--- config.mk ---
export PLATFORM = sky130hd
export DESIGN_NAME = lksc_cell
export DESIGN_NICKNAME = d
export VERILOG_FILES = /design/src/sv/lksc_pkg.sv /design/src/sv/lksc_cell.sv
export SDC_FILE = /design/constraint.sdc
export NUM_CORES = 1
export LEC_CHECK = 0
export BUFFER_PORTS_ARGS = -buffer_cell sky130_fd_sc_hd__buf_2
export CAP_MARGIN = 5
export CELL_PAD_IN_SITES_DETAIL_PLACEMENT = 0
export CELL_PAD_IN_SITES_GLOBAL_PLACEMENT = 2
export CORE_UTILIZATION = 24
export DETAILED_ROUTE_END_ITERATION = 7
export GPL_TIMING_DRIVEN = 0
export HOLD_SLACK_MARGIN = 0.03
export MAX_ROUTING_LAYER = met4
export PLACE_DENSITY = 0.75
export SETUP_SLACK_MARGIN = 0.1
export SKIP_LAST_GASP = 1
export SYNTH_ARGS = -nofsm -noshare
export SYNTH_HDL_FRONTEND = slang
export SYNTH_SLANG_ARGS = --single-unit
--- constraint.sdc ---
create_clock -name i_clk -period 2.7 [get_ports i_clk]
set_clock_uncertainty 0.2 [all_clocks]
set_input_delay 0.405 -clock i_clk [delete_from_list [all_inputs] [get_ports i_clk]]
set_output_delay 0.405 -clock i_clk [all_outputs]
set_load 0.02 [all_outputs]
--- src/sv/lksc_pkg.sv ---
// lksc_pkg: shared types, op codes and default sizes for the keyed slot cache
// no dependencies
`timescale 1ns / 1ps
package lksc_pkg;

    localparam int DEF_SLOTS  = 16;
    localparam int DEF_PREFIX = 32;
    localparam int DEF_TICK_W = 48;
    localparam int CFG_W      = 5;
    localparam int CNT_W      = 32;

    localparam logic [1:0] OP_LOOKUP   = 2'd0;
    localparam logic [1:0] OP_CLAIM    = 2'd1;
    localparam logic [1:0] OP_REGISTER = 2'd2;
    localparam logic [1:0] OP_CLEAR    = 2'd3;

    typedef struct packed {
        logic [1:0]         op;
        logic [63:0]        key;
        logic [7:0]         slot;
        logic signed [31:0] token;
        logic               has_token;
        logic               last;
    } t_in_word;

    typedef struct packed {
        logic             found;
        logic [3:0]       slot_index;
        logic [CNT_W-1:0] hit_count;
        logic [CNT_W-1:0] miss_count;
        logic [CNT_W-1:0] eviction_count;
    } t_out_word;

    typedef struct packed {
        logic clear;
        logic wr_key;
        logic wr_tick;
        logic wr_plen;
    } t_cell_ctl;

endpackage

--- src/sv/lksc_cell.sv ---
// lksc_cell: one slot of the table (key, tick, prefix length) and one stage
// of the registered search chain; uses lksc_pkg
`timescale 1ns / 1ps
module lksc_cell #(
    parameter int IDX     = 0,
    parameter int SW      = 4,
    parameter int NW      = 5,
    parameter int PW      = 6,
    parameter int TICK_W  = 48
) (
    input  logic                i_clk,
    input  logic                i_rst_n,
    input  lksc_pkg::t_cell_ctl i_ctl,
    input  logic [SW-1:0]       i_sel,
    input  logic [63:0]         i_wkey,
    input  logic [TICK_W-1:0]   i_wtick,
    input  logic [PW-1:0]       i_wplen,
    input  logic [NW-1:0]       i_act,
    input  logic [63:0]         i_skey,
    input  logic                i_hit,
    input  logic [SW-1:0]       i_hit_idx,
    input  logic                i_empty,
    input  logic [SW-1:0]       i_empty_idx,
    input  logic [TICK_W-1:0]   i_best_tick,
    input  logic [SW-1:0]       i_best_idx,
    output logic                o_hit,
    output logic [SW-1:0]       o_hit_idx,
    output logic                o_empty,
    output logic [SW-1:0]       o_empty_idx,
    output logic [TICK_W-1:0]   o_best_tick,
    output logic [SW-1:0]       o_best_idx,
    output logic [PW-1:0]       o_plen
);
    import lksc_pkg::*;

    localparam logic [SW-1:0] MY_IDX = SW'(IDX);

    logic [63:0]       r_key;
    logic [TICK_W-1:0] r_tick;
    logic [PW-1:0]     r_plen;
    logic              active;
    logic              me;

    assign active = NW'(IDX) < i_act;
    assign me     = i_sel == MY_IDX;
    assign o_plen = r_plen;

    always_ff @(posedge i_clk) begin
        if (!i_rst_n || i_ctl.clear) begin
            r_key  <= '0;
            r_tick <= '0;
            r_plen <= '0;
        end else if (me) begin
            if (i_ctl.wr_key) begin
                r_key <= i_wkey;
            end
            if (i_ctl.wr_tick) begin
                r_tick <= i_wtick;
            end
            if (i_ctl.wr_plen) begin
                r_plen <= i_wplen;
            end
        end
    end

    always_ff @(posedge i_clk) begin
        o_hit       <= i_hit || (active && i_skey != 64'd0 && r_key == i_skey);
        o_hit_idx   <= i_hit ? i_hit_idx : MY_IDX;
        o_empty     <= i_empty || (active && r_key == 64'd0);
        o_empty_idx <= i_empty ? i_empty_idx : MY_IDX;
        if (active && r_tick < i_best_tick) begin
            o_best_tick <= r_tick;
            o_best_idx  <= MY_IDX;
        end else begin
            o_best_tick <= i_best_tick;
            o_best_idx  <= i_best_idx;
        end
    end

endmodule

==> flow_metrics.env, run 1 <==
export IMPL_wl_per_cell_um=16.5
export IMPL_drc_errors=0
export IMPL_dieWidth_um=186
export IMPL_htree_levels=4
export IMPL_switching_share_pct=25.3
export IMPL_finalCritPeriodShare_pct=100
export IMPL_yosysWarnings=0
export IMPL_grt_usage_pct=18.7
export IMPL_cts_tree="done"
export IMPL_numCtsBuffers=17
export IMPL_drive_gt1_share_pct=30.1
export IMPL_initial_core_util_pct=24.7
export IMPL_failed_checks="negative setup slack"
export IMPL_gp_congestion=0.881
export IMPL_timing_final_ws_setup_ps=-5.34
export IMPL_synth_cell_types=36
export IMPL_clkSinkCount=180
export IMPL_crit_end="o_best_tick[20]$_DFF_P_"
export IMPL_ys_seq_area_share_pct=44.5
export IMPL_worst_skew_pair_late_latency_ps=440
export IMPL_port_buffers=326
export IMPL_synthesis_area_sq_mm=0.00811
export IMPL_hpwlAfterDp_um=24600
export IMPL_drv_cap=0
export IMPL_internal_power_mw=4.49
export IMPL_power_density_mw_per_mm2=461
export IMPL_slew_viol_final=0
export IMPL_cp_start_kind="primary input"
export IMPL_ios=327
export IMPL_crit_start="i_best_tick[2]"
export IMPL_switching_power_mw=1.52
export IMPL_synth_seq_cells=180
export IMPL_max_vdd_ir_drop_mv=0.405
export IMPL_synth_avg_cell_area_sq_um=8.61
export IMPL_cp_required_ps=2820
export IMPL_seqPwrFrac_pct=44.8
export IMPL_setup_worst_path_end_class="register"
export IMPL_clkTransAtPathRegs_ps=60
export IMPL_rsz0062_at_grt="true"
export IMPL_final_antenna_net_count=0
export IMPL_clockRootBuffer="clkbuf_16"
export IMPL_final_util_pct=39.7
export IMPL_drtPass1Iterations=6
export IMPL_hold_class="in2reg"
export IMPL_synthCells=942
export IMPL_regToRegStartpoint="r_tick[19]$_SDFFE_PP0P_"
export IMPL_ys_flop_type="dfxtp_1"
export IMPL_slew_headroom_pct=41.9
export IMPL_fin_cells=1926
export IMPL_syn_to_final_growth_pct=60.8
export IMPL_hold_viol_final=0
export IMPL_grt_pass1_wl_um=46800
export IMPL_std_cell_rows=66
export IMPL_nNetsFinal=1776
export IMPL_setup_viol=6
export IMPL_grt_antenna_before_repair=1
export IMPL_fin_setup_tns_ps=-14.6
export IMPL_synth_edff_count=0
export IMPL_fill_cells=3513
export IMPL_viasPerCell=4.41
export IMPL_reg2regPathDepth=9
export IMPL_finalPower_mw=6.01
export IMPL_grt_overflow=0
export IMPL_die_area_sq_mm=0.0345
export IMPL_min_from="i_wkey[6]"
export IMPL_power_leakage_nw=5.82
export IMPL_grt_max_degree=17
export IMPL_status="complete, but fails checks"
export IMPL_dp_cells=1710
export IMPL_drt_iter0_drc=364
export IMPL_r2r_end="o_best_tick[20]$_DFF_P_"
export IMPL_tightest_slew_ps=872
export IMPL_async_flop_share_pct=0
export IMPL_pwr_share_comb_pct=12.9
export IMPL_reg2reg_slack_ps=20
export IMPL_syn_nets=1248
export IMPL_clock_path_buffers=2
export IMPL_core_sq_mm=0.0329
export IMPL_die_h_um=186
export IMPL_first_global_vias=8475
export IMPL_path_max_fanout=10
export IMPL_routed_wl_um=31800
export IMPL_fmax_mhz=370
export IMPL_period_needed_ps=2710
export IMPL_power_share_clock_pct=42.3
export IMPL_crit_type="in2reg"
export IMPL_crit_arrival_ps=2820
export IMPL_num_vias=8501
## critical path: stages
cell and delay, ps:
dlygate4sd3_1 530, buf_2 120, inv_1 40, ha_1 270, o21ai_0 60, o21ai_0 100
a32oi_1 300, a21oi_4 120, nor3_4 230, buf_6 170, buf_12 140, mux2_2 330
## worst min path at each step
stage | to | slack [ps] | cells past startpoint
floorplan | r_tick[0]$_SDFFE_PP0P_ | 250 | 2
global placement | o_plen[5]$_SDFFE_PP0P_ | 240 | 2
detailed placement | o_plen[5]$_SDFFE_PP0P_ | 240 | 2
CTS | r_key[5]$_SDFFE_PP0P_ | 30 | 3
global route | o_best_tick[19]$_DFF_P_ | 30 | 2
finish | r_key[6]$_SDFFE_PP0P_ | 50 | 3
## flip-flops by register name, summed over array words and instances, names as in the netlist
signal and flops:
r_key 64, o_best_tick 48, o_empty 1, o_hit 1, o_hit_idx 4, o_best_idx 4
o_plen 6, o_empty_idx 4, r_tick 48
## cell families (layout without fill, tap and decap cells)
family                     count (synthesis)  after routing  synth area share [%]
muxes                                     48             48                  6.67
and+or+nand+nor                          356            356                  19.7
DFF                                      180            180                  44.5
other                                      0              1                     0
xor gates and xnor gates                  64             64                  6.91
AOI/OAI and AO/OA                        157            157                  10.3
buffers and inverters                     90            631                  4.63
adders and majority gates                 47             47                  7.25
## layout make-up
class	instances	area, sq um	share of cell area, %
clock buffers	19	433	3.32
repair buffers	510	3480	26.7
diodes	1	2.50	0.0192
plain buffers	41	235	1.80
flip-flops and latches	180	3610	27.7
well taps	442	553	4.24
inverters	48	195	1.50
multi-input cells	672	4380	33.6
clock inverters	13	148	1.13
## cells in the final DEF, fill, tap and decap left out, types with 2 or more instances in the layout
cell,n
inv_6,7
nand3_1,10
buf_4,5
o211ai_1,2
nor2b_1,5
ha_4,8
mux2_2,27
xor2_1,48
dfxtp_1,174
nor3_1,2
clkbuf_1,36
clkinv_4,2
and2_1,10
dfxtp_2,6
a21oi_1,133
buf_6,2
dlygate4sd3_1,176
nand4_1,21
inv_2,3
buf_1,2
clkinv_2,2
a21o_1,4
clkbuf_16,18
mux2_4,21
buf_2,326
inv_1,42
xnor2_1,16
nand2_1,243
bufinv_16,2
o21ai_0,6
nor4_1,49
a221oi_2,2
nor2_1,6
buf_12,5
ha_1,39
## metal layers
layer	global-route usage, %	wire length (um)
met3	3.48	1640
met1	22.2	13900
met2	32.2	15800
met4	5.18	470
met5	-	0
## power groups by stage
stage	Combinational [mW]	Clock, mW	Sequential (mW)
2_1_floorplan	0.194	0	2.79
3_3_place_gp	0.561	0	2.76
3_5_place_dp	0.559	0	2.76
4_1_cts	0.769	2.63	2.70
5_1_grt	0.845	2.74	2.70
6_report	0.775	2.54	2.70
## cells in the mapped netlist, types with 2 or more instances
master | n | area [sq um]
nand3_1 | 11 | 55.1
mux2_2 | 41 | 462
buf_6 | 5 | 56.3
a21o_1 | 4 | 30.0
and2_1 | 11 | 68.8
nand2_1 | 243 | 912
o211ai_1 | 2 | 15.0
dfxtp_1 | 180 | 3600
nor4_1 | 50 | 313
o21ai_0 | 7 | 35.0
a21oi_1 | 134 | 671
and3_1 | 2 | 12.5
a221oi_1 | 2 | 17.5
inv_1 | 48 | 180
mux2_1 | 7 | 78.8
xor2_1 | 48 | 420
buf_1 | 2 | 7.51
nor2b_1 | 5 | 31.3
nor3_1 | 3 | 15.0
nand4_1 | 21 | 131
clkbuf_1 | 35 | 131
xnor2_1 | 16 | 140
ha_1 | 47 | 588
nor2_1 | 6 | 22.5
## metrics by stage
step | hold WS [ps] | worst slack [ps] | cell area [sq um]
final | 51.8 | -5.34 | 13000
after detailed placement | 243 | -741 | 10500
after global placement | 241 | -799 | 10500
after global routing | 32.2 | -103 | 13000
after CTS | 30.3 | -110 | 12900
after floorplan | 246 | 51.7 | 8270
## repair_timing
item | CTS | global route
hold buffers | 176 | 0
endpoints found under the setup margin | 53 | 94
buffers inserted | 3 | 4
endpoints found under the hold margin | 172 | 0
pin swaps | 6 | 6
resized for setup | 16 | 19
cloned | 0 | 1
Power figures use the tool's default switching activity.
==> run 2, diff against run 1 <==
- CORE_UTILIZATION: 24 -> 29
- PLACE_DENSITY: 0.75 -> 0.85
- clock period: 2.7 -> 3.4 ns (I/O delays scaled with it)
==> flow_metrics.env, run 2 (synthesis results as in run 1) <==
export IMPL_min_from="i_empty_idx[1]"
export IMPL_grt_antenna_before_repair=5
export IMPL_numCtsBuffers=17
export IMPL_clkTransAtPathRegs_ps=80
export IMPL_gp_congestion=0.869
export IMPL_regToRegStartpoint="r_tick[46]$_SDFFE_PP0P_"
export IMPL_initial_core_util_pct=29.8
export IMPL_switching_share_pct=27.3
export IMPL_wl_per_cell_um=17.0
export IMPL_path_buf_inv=2
export IMPL_routed_wl_um=28600
export IMPL_reg2reg_slack_ps=360
export IMPL_clock_path_buffers=2
export IMPL_setup_worst_path_end_class="register"
export IMPL_status="complete, no violations"
export IMPL_hold_viol_final=0
export IMPL_viasPerCell=4.64
export IMPL_cp_cell_sequence="ha_1, nand4_1, nor4_1, nand3_1, a21oi_1, nor3_4, buf_12, buf_6, mux2_1"
export IMPL_hold_class="in2reg"
export IMPL_setup_viol=0
export IMPL_place_ws_ps=-250
export IMPL_hpwlAfterDp_um=23300
export IMPL_num_vias=7789
export IMPL_first_global_vias=7501
export IMPL_fin_setup_tns_ps=0
export IMPL_std_cell_rows=60
export IMPL_min_delay_path_depth=2
export IMPL_holdPathEnd="o_empty_idx[1]$_SDFF_PN0_"
export IMPL_drt_iter0_drc=372
export IMPL_layout_common_cells="326 x buf_2, 243 x nand2_1, 180 x dfxtp_1"
export IMPL_crit_type="reg2reg"
export IMPL_switching_power_mw=1.24
export IMPL_path_max_fanout=10
export IMPL_grt_usage_pct=20.2
export IMPL_path_delay_family="simple AND/OR/NAND/NOR gates"
export IMPL_worst_skew_pair_late_latency_ps=430
export IMPL_timing_final_ws_setup_ps=363
export IMPL_seqPwrFrac_pct=47.0
export IMPL_slew_headroom_pct=47.9
export IMPL_top_regs="r_key: 64 flops, o_best_tick: 48 flops, r_tick: 48 flops"
export IMPL_cts_hold_buffers_added=0
export IMPL_power_share_clock_pct=43.6
export IMPL_slew_viol_final=0
export IMPL_drtPass1Iterations=4
export IMPL_reg2regPathDepth=9
export IMPL_syn_to_final_growth_pct=33.5
export IMPL_grt_max_degree=20
export IMPL_cpMaxStageDelayCell="nor4_1"
export IMPL_busiest_layer="met2"
export IMPL_power_leakage_nw=4.94
export IMPL_dieWidth_um=169
export IMPL_largest_reg_flops=64
export IMPL_die_h_um=169
export IMPL_power_density_mw_per_mm2=421
export IMPL_tightest_slew_ps=782
export IMPL_max_vdd_ir_drop_mv=0.298
export IMPL_clkSinkCount=180
export IMPL_met1_usage_pct=24.8
export IMPL_r2r_end="o_best_tick[44]$_DFF_P_"
export IMPL_fmax_mhz=329
export IMPL_fill_cells=2908
export IMPL_core_sq_mm=0.0272
export IMPL_final_antenna_net_count=0
export IMPL_period_needed_ps=3040
export IMPL_ios=327
export IMPL_crit_arrival_ps=3150
export IMPL_pwr_share_comb_pct=9.5
export IMPL_cp_required_ps=3510
export IMPL_cts_tree="done"
export IMPL_htree_levels=4
export IMPL_final_common_cell="buf_2"
export IMPL_grtUsageMet2_pct=34.0
export IMPL_cp_start_kind="register"
export IMPL_largest_register="r_key"
export IMPL_port_buffers=326
export IMPL_finalCritPeriodShare_pct=89.3
export IMPL_critPathMaxStageDelay_ps=690
export IMPL_internal_power_mw=3.31
export IMPL_layout_area_seq_sq_mm=0.00360
export IMPL_met3_usage_pct=4.08
export IMPL_clockRootBuffer="clkbuf_16"
export IMPL_multi_input_area_sq_mm=0.00413
export IMPL_grt_pass1_wl_um=41800
export IMPL_grt_overflow=0
export IMPL_drc_errors=0
export IMPL_die_area_sq_mm=0.0286
export IMPL_nNetsFinal=1594
export IMPL_drv_cap=0
export IMPL_rsz0062_at_grt="false"
export IMPL_drive_gt1_share_pct=31.2
[run 2: cell types whose count changed in the layout (fill, tap and decap cells not counted), moves of 6 or more]
cell           change
dlygate4sd3_1    -176
mux2_4            -21
mux2_2            +14
ha_1               +8
ha_4               -8
mux2_1             +7
dfxtp_1            +6
dfxtp_2            -6
inv_1              +6
[run 2: metal layers]
layer	share of wire, %	vias up	routed length, um
met5	0	-	0
met4	0.92	0	263
met3	5.8	15	1660
met2	49	266	14100
met1	44	3597	12600
li1	-	3911	-
[run 2: power by group through the flow]
| stage | registers [mW] | clock network, mW | logic (mW) |
|---|---|---|---|
| after floorplan | 2.21 | 0 | 0.145 |
| after global placement | 2.19 | 0 | 0.433 |
| after detailed placement | 2.19 | 0 | 0.432 |
| after CTS | 2.14 | 2.04 | 0.434 |
| after global routing | 2.14 | 2.13 | 0.473 |
| final | 2.14 | 1.99 | 0.431 |
[run 2: layout make-up]
cell class	count	share of cell area (%)
multi-input cells	672	38.1
repair buffers	327	15.3
clock inverters	15	1.50
well taps	372	4.30
plain buffers	42	1.80
inverters	48	1.66
flip-flops and latches	180	33.3
clock buffers	17	3.93
diodes	5	0.116
[run 2: worst max-delay path by stage]
stage,startpoint,end,cells past startpoint
floorplan,i_best_tick[18],o_best_tick[10]$_DFF_P_,9
global placement,i_best_tick[35],o_best_tick[13]$_DFF_P_,10
detailed placement,i_best_tick[35],o_best_tick[17]$_DFF_P_,10
CTS,r_tick[18]$_SDFFE_PP0P_,o_best_tick[13]$_DFF_P_,8
global route,r_tick[47]$_SDFFE_PP0P_,o_best_tick[45]$_DFF_P_,9
finish,r_tick[46]$_SDFFE_PP0P_,o_best_tick[44]$_DFF_P_,9
[run 2: timing repair]
action                                 in CTS  in global routing
endpoints found under the hold margin       0                  0
setup buffers                               0                  1
pin swaps                                   0                  1
resized for setup                           1                  0
setup endpoints to repair                  46                  2
[run 2: stage by stage]
| stage | instance area, sq um | utilization (%) | total power [mW] | hold slack, ps | cells |
|---|---|---|---|---|---|
| after floorplan | 8110 | - | 2.36 | 246 | 942 |
| after global placement | 10200 | 37.5 | 2.62 | 241 | 1640 |
| after detailed placement | 10200 | 37.5 | 2.62 | 251 | 1640 |
| after CTS | 10800 | 39.7 | 4.61 | 63.7 | 1672 |
| after global routing | 10800 | 39.8 | 4.75 | 65.3 | 1678 |
| final | 10800 | 39.8 | 4.56 | 87.1 | 1678 |
==> run 3, diff against run 2 <==
- ABC_CLOCK_PERIOD_IN_PS: unset -> 3400
- RECOVER_POWER: unset -> 25
==> flow_metrics.env, run 3 (synthesis results as in run 1) <==
export IMPL_worst_hold_slack_ps=84.9
export IMPL_num_vias=7785
export IMPL_largest_reg_flops=64
export IMPL_syn_to_final_growth_pct=32.7
export IMPL_htree_levels=4
export IMPL_fmax_mhz=330
export IMPL_routed_top_layer="met4"
export IMPL_path_max_fanout=10
export IMPL_finalPower_mw=4.55
export IMPL_crit_type="reg2reg"
export IMPL_cp_required_ps=3510
export IMPL_routed_wl_um=28600
export IMPL_gp_congestion=0.869
export IMPL_grt_pass1_wl_um=41800
export IMPL_nNetsFinal=1594
export IMPL_die_area_sq_mm=0.0286
export IMPL_dieWidth_um=169
export IMPL_drt_iter0_drc=374
export IMPL_hold_viol_final=0
export IMPL_grt_usage_pct=20.2
export IMPL_grt_overflow=0
export IMPL_viasPerCell=4.64
export IMPL_layout_common_cells="270 x buf_2, 243 x nand2_1, 180 x dfxtp_1"
export IMPL_hpwlAfterDp_um=23300
export IMPL_final_antenna_net_count=0
export IMPL_ios=327
export IMPL_largest_register="r_key"
export IMPL_first_global_vias=7501
export IMPL_clockRootBuffer="clkbuf_16"
export IMPL_met1_length_um=12600
export IMPL_reg2regPathDepth=9
export IMPL_cts_tree="done"
export IMPL_clkSinkCount=180
export IMPL_wl_met2_um=14100
export IMPL_hold_class="in2reg"
export IMPL_drv_cap=0
export IMPL_core_sq_mm=0.0272
export IMPL_wl_per_cell_um=17.0
export IMPL_final_util_pct=39.6
export IMPL_crit_arrival_ps=3140
export IMPL_clkTransAtPathRegs_ps=80
export IMPL_port_buffers=326
export IMPL_initial_core_util_pct=29.8
export IMPL_std_cell_rows=60
export IMPL_setup_viol=0
export IMPL_numCtsBuffers=17
export IMPL_worst_skew_pair_late_latency_ps=430
export IMPL_slew_headroom_pct=49.4
export IMPL_tightest_slew_ps=760
export IMPL_final_common_cell="buf_2"
export IMPL_status="complete, no violations"
export IMPL_power_density_mw_per_mm2=424
export IMPL_max_vdd_ir_drop_mv=0.298
export IMPL_grt_antenna_before_repair=5
export IMPL_rsz0062_at_grt="false"
export IMPL_finalCritPeriodShare_pct=89.1
export IMPL_drtPass1Iterations=5
export IMPL_cp_start_kind="register"
export IMPL_drc_errors=0
export IMPL_min_delay_path_depth=2
export IMPL_clock_path_buffers=2
export IMPL_die_h_um=169
export IMPL_power_leakage_nw=4.71
export IMPL_drive_gt1_share_pct=26.9
export IMPL_period_needed_ps=3030
export IMPL_grt_max_degree=20
export IMPL_wl_met3_um=1650
export IMPL_slew_viol_final=0
export IMPL_top_regs="r_key: 64 flops, o_best_tick: 48 flops, r_tick: 48 flops"
export IMPL_setup_worst_path_end_class="register"
==> run 3: changes by cell type in the layout (fill, tap and decap cells not counted), sizes merged <==
cell and delta:
buf -56, clkbuf +56
==> run 3: worst paths after layout <==
path | slack [ps] | from | to
setup / recovery | 370 | r_tick[46]$_SDFFE_PP0P_ | o_best_tick[44]$_DFF_P_
hold / removal | 80 | i_empty_idx[2] | o_empty_idx[2]$_SDFF_PN0_
setup reg to reg | 370 | r_tick[46]$_SDFFE_PP0P_ | o_best_tick[44]$_DFF_P_
hold reg to reg | 260 | o_plen[5]$_SDFFE_PP0P_ | o_plen[5]$_SDFFE_PP0P_
==> run 3: layer usage <==
metal  track usage [%]  vias up
met5                 -        -
met1              24.8     3590
met3              4.08       15
met4              4.62        0
li1                  -     3908
met2              34.0      272
==> run 3: metrics by stage <==
| step | instance area [sq um] | setup WS [ps] | cells | setup TNS, ps |
|---|---|---|---|---|
| final | 10800 | 370 | 1678 | 0 |
| after global routing | 10800 | 199 | 1678 | 0 |
| after CTS | 10800 | 170 | 1672 | 0 |
| after detailed placement | 10200 | -250 | 1640 | -10610 |
| after global placement | 10200 | -259 | 1640 | -10720 |
| after floorplan | 8110 | 425 | 942 | 0 |
==> run 3: timing repair <==
| item | 4_1_cts | 5_1_grt |
|---|---|---|
| endpoints found under the hold margin | 0 | 0 |
| endpoints found under the setup margin | 46 | 2 |
| pin swaps | 0 | 1 |
| hold buffers | 0 | 0 |
| resized for setup | 1 | 0 |
| setup buffers | 0 | 1 |
==> run 3: critical path, cell delays in order, from the launching register on <==
cell     delay (ps)
dfxtp_1         330
ha_1            300
nand4_1         180
nor4_1          680
nand3_1         220
a21oi_1         330
nor3_4           70
buf_12          150
buf_6           140
mux2_1          310
==> run 3: layout make-up <==
class / instances / area, sq um
fillers: 2931 / 16400
multi-input cells: 672 / 4130
flip-flops and latches: 180 / 3600
repair buffers: 327 / 1580
well taps: 372 / 465
clock buffers: 17 / 425
plain buffers: 42 / 195
inverters: 48 / 180
clock inverters: 15 / 163
diodes: 5 / 12.5
==> run 3: power breakdown <==
part / internal (mW) / total [mW] / switching [mW]
combinational: 0.189 / 0.426 / 0.237
sequential: 2.13 / 2.14 / 0.0110
clock: 0.990 / 1.99 / 0.997
total: 3.31 / 4.55 / 1.25
